--- src/rtl/sse_pkg.sv ---
// Shared types and constants of the sorted set engine.
package sse_pkg;

  localparam int DEFAULT_CAPACITY = 64;
  localparam int DEFAULT_KEY_BITS = 16;

  localparam int KEY_PORT_BITS = 16;
  localparam int OP_BITS       = 2;
  localparam int STATUS_BITS   = 2;

  localparam logic [OP_BITS-1:0] OP_INSERT = 2'd0;
  localparam logic [OP_BITS-1:0] OP_DELETE = 2'd1;
  localparam logic [OP_BITS-1:0] OP_SEARCH = 2'd2;
  localparam logic [OP_BITS-1:0] OP_NOP    = 2'd3;

  localparam logic [STATUS_BITS-1:0] ST_DONE = 2'd0;
  localparam logic [STATUS_BITS-1:0] ST_MISS = 2'd1;
  localparam logic [STATUS_BITS-1:0] ST_FULL = 2'd2;

  typedef struct packed {
    logic cmp;
    logic ins;
    logic del;
  } cell_cmd_t;

endpackage

--- src/rtl/sorted_set_engine_top.sv ---
// Top level of the sorted set engine: request handling, the row of key cells and the result.
//
// The block keeps an ascending set of distinct keys, at most Capacity of them.
// The input channel (in_valid, in_ready, operation, key) carries one request per
// transaction: insert, delete or search a key. The output channel (out_valid,
// out_ready, status, entry_count) returns exactly one result per request.
// A request passes the accept state, then a compare state in which every
// cell compares its key with the request key in parallel, then an update state in which
// the row shifts one place to open or close a gap and the result is registered.
// out_valid is set by the update step, and a new request is taken only when the
// previous one is through. The result register lets a new request be accepted
// while the previous result still waits; if the receiver stalls, the update step
// holds until the waiting result is taken. Reset empties the set and the
// channels; key contents are not cleared, as only the first entry_count cells
// are ever read.
module sorted_set_engine_top #(
  parameter int Capacity = sse_pkg::DEFAULT_CAPACITY,
  parameter int KeyBits  = sse_pkg::DEFAULT_KEY_BITS,
  localparam int CntBits = $clog2(Capacity + 1)
) (
  input  logic                            clk,
  input  logic                            rst,
  input  logic                            in_valid,
  output logic                            in_ready,
  input  logic [sse_pkg::OP_BITS-1:0]     operation,
  input  logic [sse_pkg::KEY_PORT_BITS-1:0] key,
  output logic                            out_valid,
  input  logic                            out_ready,
  output logic [sse_pkg::STATUS_BITS-1:0] status,
  output logic [CntBits-1:0]              entry_count
);

  localparam int CopyBits = (KeyBits < sse_pkg::KEY_PORT_BITS) ? KeyBits
                                                                : sse_pkg::KEY_PORT_BITS;

  localparam logic [1:0] S_IDLE = 2'd0;
  localparam logic [1:0] S_CMP  = 2'd1;
  localparam logic [1:0] S_UPD  = 2'd2;

  logic [1:0]                        state;
  logic [1:0]                        state_next;
  logic [sse_pkg::OP_BITS-1:0]       req_op;
  logic [KeyBits-1:0]                req_key;
  logic [KeyBits-1:0]                key_in;
  logic [CntBits-1:0]                count;
  logic [CntBits-1:0]                count_next;
  logic [sse_pkg::STATUS_BITS-1:0]   status_next;
  sse_pkg::cell_cmd_t                cmd;
  logic                              present;
  logic                              full;
  logic                              update;

  logic [KeyBits-1:0] cell_key [Capacity];
  logic [Capacity-1:0] cell_lt;
  logic [Capacity-1:0] cell_eq;
  logic [Capacity-1:0] cell_occ;

  always_comb begin
    key_in = '0;
    key_in[CopyBits-1:0] = key[CopyBits-1:0];
  end

  assign in_ready = (state == S_IDLE);
  assign present  = |cell_eq;
  assign full     = (count == CntBits'(Capacity));
  assign update   = (state == S_UPD) && (!out_valid || out_ready);

  always_comb begin
    cmd         = '0;
    count_next  = count;
    status_next = sse_pkg::ST_MISS;
    state_next  = state;
    unique case (state)
      S_IDLE: begin
        if (in_valid) begin
          state_next = S_CMP;
        end
      end
      S_CMP: begin
        cmd.cmp    = 1'b1;
        state_next = S_UPD;
      end
      S_UPD: begin
        if (update) begin
          state_next = S_IDLE;
          unique case (req_op)
            sse_pkg::OP_INSERT: begin
              if (present) begin
                status_next = sse_pkg::ST_MISS;
              end else if (full) begin
                status_next = sse_pkg::ST_FULL;
              end else begin
                cmd.ins     = 1'b1;
                count_next  = count + CntBits'(1);
                status_next = sse_pkg::ST_DONE;
              end
            end
            sse_pkg::OP_DELETE: begin
              if (present) begin
                cmd.del     = 1'b1;
                count_next  = count - CntBits'(1);
                status_next = sse_pkg::ST_DONE;
              end
            end
            sse_pkg::OP_SEARCH: begin
              if (present) begin
                status_next = sse_pkg::ST_DONE;
              end
            end
            default: begin
              status_next = sse_pkg::ST_MISS;
            end
          endcase
        end
      end
      default: begin
        state_next = S_IDLE;
      end
    endcase
  end

  always_ff @(posedge clk) begin
    if (rst) begin
      state     <= S_IDLE;
      count     <= '0;
      out_valid <= 1'b0;
    end else begin
      state <= state_next;
      count <= count_next;
      if (update) begin
        out_valid <= 1'b1;
      end else if (out_ready) begin
        out_valid <= 1'b0;
      end
    end
  end

  always_ff @(posedge clk) begin
    if (in_valid && in_ready) begin
      req_op  <= operation;
      req_key <= key_in;
    end
    if (update) begin
      status      <= status_next;
      entry_count <= count_next;
    end
  end

  for (genvar i = 0; i < Capacity; i++) begin : g_cell
    logic [KeyBits-1:0] left_key;
    logic               left_lt;
    logic [KeyBits-1:0] right_key;

    assign cell_occ[i] = (count > CntBits'(i));

    if (i == 0) begin : g_first
      assign left_key = req_key;
      assign left_lt  = 1'b1;
    end else begin : g_inner
      assign left_key = cell_key[i-1];
      assign left_lt  = cell_lt[i-1];
    end

    if (i == Capacity - 1) begin : g_last
      assign right_key = cell_key[i];
    end else begin : g_mid
      assign right_key = cell_key[i+1];
    end

    sse_cell #(
      .KeyBits(KeyBits)
    ) u_cell (
      .clk      (clk),
      .cmd      (cmd),
      .req_key  (req_key),
      .occupied (cell_occ[i]),
      .left_key (left_key),
      .left_lt  (left_lt),
      .right_key(right_key),
      .key      (cell_key[i]),
      .lt       (cell_lt[i]),
      .eq       (cell_eq[i])
    );
  end

endmodule

--- src/rtl/sse_cell.sv ---
// One key cell of the sorted row: holds a key, compares it and shifts with its neighbours.
module sse_cell #(
  parameter int KeyBits = sse_pkg::DEFAULT_KEY_BITS
) (
  input  logic               clk,
  input  sse_pkg::cell_cmd_t cmd,
  input  logic [KeyBits-1:0] req_key,
  input  logic               occupied,
  input  logic [KeyBits-1:0] left_key,
  input  logic               left_lt,
  input  logic [KeyBits-1:0] right_key,
  output logic [KeyBits-1:0] key,
  output logic               lt,
  output logic               eq
);

  always_ff @(posedge clk) begin
    if (cmd.cmp) begin
      lt <= occupied && (key < req_key);
      eq <= occupied && (key == req_key);
    end
    if (cmd.ins && !lt) begin
      key <= left_lt ? req_key : left_key;
    end else if (cmd.del && !lt) begin
      key <= right_key;
    end
  end

endmodule

--- config.mk ---
export PLATFORM = sky130hd
export DESIGN_NAME = sorted_set_engine_top
export DESIGN_NICKNAME = d
export VERILOG_FILES = /design/src/rtl/sse_pkg.sv /design/src/rtl/sorted_set_engine_top.sv /design/src/rtl/sse_cell.sv
export SDC_FILE = /design/constraint.sdc
export NUM_CORES = 2
export LEC_CHECK = 0
export BUFFER_PORTS_ARGS = -buffer_cell sky130_fd_sc_hd__buf_2
export CAP_MARGIN = 20
export CORE_MARGIN = 4
export CORE_UTILIZATION = 25
export DETAILED_ROUTE_END_ITERATION = 7
export PLACE_DENSITY = 0.48
export SLEW_MARGIN = 20
export SYNTH_ARGS = -nofsm -noshare
export SYNTH_HDL_FRONTEND = slang
export SYNTH_SLANG_ARGS = --single-unit
--- constraint.sdc ---
create_clock -name clk -period 20.3 [get_ports clk]
set_input_delay 2.03 -clock clk [delete_from_list [all_inputs] [get_ports clk]]
set_output_delay 2.03 -clock clk [all_outputs]
set_load 0.05 [all_outputs]
==> out/results.ini <==
[job]
drv_cap = 0

[clock_network]
clock_path_buffers = 4
cts_resized = 0
cts_max_level = 4
cts_tree = done
post_cts_buffers = 0
clkTransAtPathRegs_ns = 0.06
cts_buffers = 158
clock_latency_ns = 0.85
clock_sinks = 1189
cts_hold_buf = 0
cts_root_buffer = clkbuf_16

[logic_synthesis]
synthCells = 7696
synth_top_family_by_area = adder cells
yosysSeqAreaShare = 0.435
synth.distinct_cells = 58
ys_top_cells_by_area = edfxtp_1, ha_1, mux2i_1, a21oi_1, nor2_1
synthAdderAreaFrac = 0.158
synth-compound-area-share = 0.128
syn_area_um2 = 81800
synth_edf_count = 1179
synth_top_area_cell = edfxtp_1
synth_ff_type = edfxtp_1
synthSimpleGateAreaFrac = 0.123
syn_nets = 8750
synth-seq-cells = 1189
synth_mux_area_frac = 0.126
synth_top_area_share = 0.433
synth.avg_cell_area_um2 = 10.6
ys_async_sr_fraction = 0
synth-xor-area-share = 0
synth.yosys.warnings = 0

[global_route]
grtUsageTotal = 0.166
antenna_found_initial = 9
overflow = 0
grt_first_pass_wirelength_um = 428000
grt_max_degree = 92
grt_pass1_vias = 64400

[setup_path]
r2r_slack_ns = 14.91
critPathMaxStageDelay_ns = 0.96
crit_top_cell = buf_4
slowest_stage = nor4_2
rr_worst_depth = 8
critical_path_class = flip-flop to flip-flop
path_cells = nor4_2 -> nand4_1 -> or4_4 -> mux2_2 -> nand2_4 -> buf_4 -> nor2_1 -> buf_4
path_delay_family = simple AND/OR/NAND/NOR gates
crit_path_max_fanout = 34
arrival_ns = 5.95
cp.required_ns = 20.85
critPathLaunchType = flip-flop
reg2reg_to = g_cell[20].u_cell.key[2]$_DFFE_PP_
crit_buf_inv = 2
r2r-start = g_cell[58].u_cell.eq$_DFFE_PN_
endpoint_kind = flip-flop

[floorplan]
floorplan.rows = 209
die_area_um2 = 336000
die_x_um = 580
die_height_um = 580
start_util = 0.252
core_area_um2 = 325000
top_level_ports = 33

[worst_hold_path]
hp-class = flip-flop to flip-flop
whs_path_depth = 2
worstHoldEndpoint = g_cell[33].u_cell.key[2]$_DFFE_PP_
hold_start = g_cell[34].u_cell.key[2]$_DFFE_PP_

[route]
drc_errors = 0
ant_nets = 0
drtIter0Drc = 5371
avgViaCountPerCell = 5.25
vias = 63400
drt-total-wl_um = 290000
firstDrtPassIters = 8
post_drt_wl_per_cell_um = 24.0

[sta]
fin_skew_ns = 0.0724
maxSlewViolCount = 0
slew_headroom = 0.164
rsz0062_at_grt = false
setup-tns-final_ns = 0
finalSetupViolations = 0
hold_slack_ns = 0.603
hold_viol_final = 0
worst_slew_pin_slew_ns = 1.24
fmax_ghz = 0.185
timing.final.crit_period_ns = 5.39
fin_crit_sh = 0.266

[power]
ir_drop_mv = 0.0582
powerDensity_nw_per_um2 = 66.3
p_total_mw = 6.11
p_leak_nw = 35.9

[cells_and_area]
final_cell_mix = a21oi_1, nor2_1, edfxtp_1
multi_input_area_um2 = 43900
area.sequential_um2 = 35600
final_layout_size_suffix_gt1_frac = 0.0812
layout_commonest_cell = a21oi_1
nFillCells = 33900
finalCoreUtilization = 0.284
final_nets = 8697
syn_to_final_growth_pct = 12.7

[placed_design]
hpwl_um = 205000
gp_congestion = 0.875
portBuffers = 32

[status]
status = completed

cells in the mapped netlist (3+ instances only):
library cell  instances
a2111oi_0            16
a211oi_1             19
a21o_1              163
a21oi_1            1304
a311oi_1              4
a31oi_1              14
a41oi_1              12
and2_1                5
and3_1               11
and4_1                3
buf_1                 9
buf_2               204
buf_6                 6
clkbuf_1            260
dfxtp_1              10
edfxtp_1           1179
ha_1               1032
inv_1                84
mux2_2               33
mux2i_1             994
nand2_1             128
nand2b_1             42
nand3_1              63
nand4_1             194
nor2_1             1220
nor2b_1             130
nor3_1               57
nor4_1               79
nor4_4               60
nor4b_1               6
o2111ai_1            11
o211a_1               3
o211ai_1             48
o21a_1               77
o21ai_0             159
o221a_2              13
o31ai_1               6
or3_1                 5
or4_1                 6
layout make-up:
class	count	share of cell area
Timing Repair Buffer	267	0.0215
Multi-Input combinational cell	5941	0.476
Tap cell	4325	0.0587
Antenna cell	1	0.0000272
Inverter	86	0.00391
Clock buffer	191	0.0446
Sequential cell	1189	0.387
Clock inverter	81	0.00863
routing by layer:
metal,track usage,part of all wire,wire [µm]
met5,0,0.00015,44
met4,0.0490,0.030,8670
met3,0.0212,0.059,17100
met2,0.272,0.46,134000
met1,0.227,0.45,130000
power by group:
part	internal [mW]	leakage, nW	switching, mW	total (mW)
registers	2.69	10.8	0.0457	2.74
logic	0.208	22.7	0.395	0.602
clock network	1.63	2.41	1.14	2.76
total	4.53	35.9	1.58	6.11
flip-flops by register name (all words and copies together), names as in the netlist:
| name | cells |
|---|---|
| g_cell.u_cell.key | 1024 |
| status | 2 |
| out_valid | 1 |
| count | 7 |
| g_cell.u_cell.eq | 64 |
| entry_count | 7 |
| state | 2 |
| g_cell.left_key | 16 |
| req_op | 2 |
| g_cell.u_cell.lt | 64 |
cells by family after synthesis:
| group | Yosys count |
|---|---|
| simple gates | 2017 |
| compound gates | 1865 |
| flops | 1189 |
| buf+inv | 566 |
| fa+ha+maj | 1032 |
| mux | 1027 |
worst max path at each step:
stage / start / endpoint / slack, ns / cells past startpoint
2_1_floorplan: state[0]$_SDFFE_PP0P_ / g_cell[0].u_cell.eq$_DFFE_PN_ / 13.64 / 1
3_3_place_gp: out_ready / g_cell[0].u_cell.key[8]$_DFFE_PP_ / 14.54 / 9
3_5_place_dp: out_ready / g_cell[0].u_cell.key[8]$_DFFE_PP_ / 14.50 / 9
4_1_cts: g_cell[58].u_cell.eq$_DFFE_PN_ / g_cell[47].u_cell.key[1]$_DFFE_PP_ / 14.64 / 7
5_1_grt: g_cell[58].u_cell.eq$_DFFE_PN_ / g_cell[20].u_cell.key[5]$_DFFE_PP_ / 14.73 / 8
6_report: g_cell[58].u_cell.eq$_DFFE_PN_ / g_cell[20].u_cell.key[2]$_DFFE_PP_ / 14.91 / 8
worst min-delay path, stage by stage, from the launching register on:
cell	delay, ns
edfxtp_1	0.37
nor2_1	0.06
a21oi_1	0.10
per-stage QoR:
step / instances / setup WS, ns / area, µm²
2_1_floorplan: 7696 / 13.64 / 81800
3_3_place_gp: 11800 / 14.54 / 87100
3_5_place_dp: 11800 / 14.50 / 87200
4_1_cts: 12100 / 14.64 / 92100
5_1_grt: 12100 / 14.73 / 92100
6_report: 12100 / 14.91 / 92100
Power figures use the tool's default switching activity.
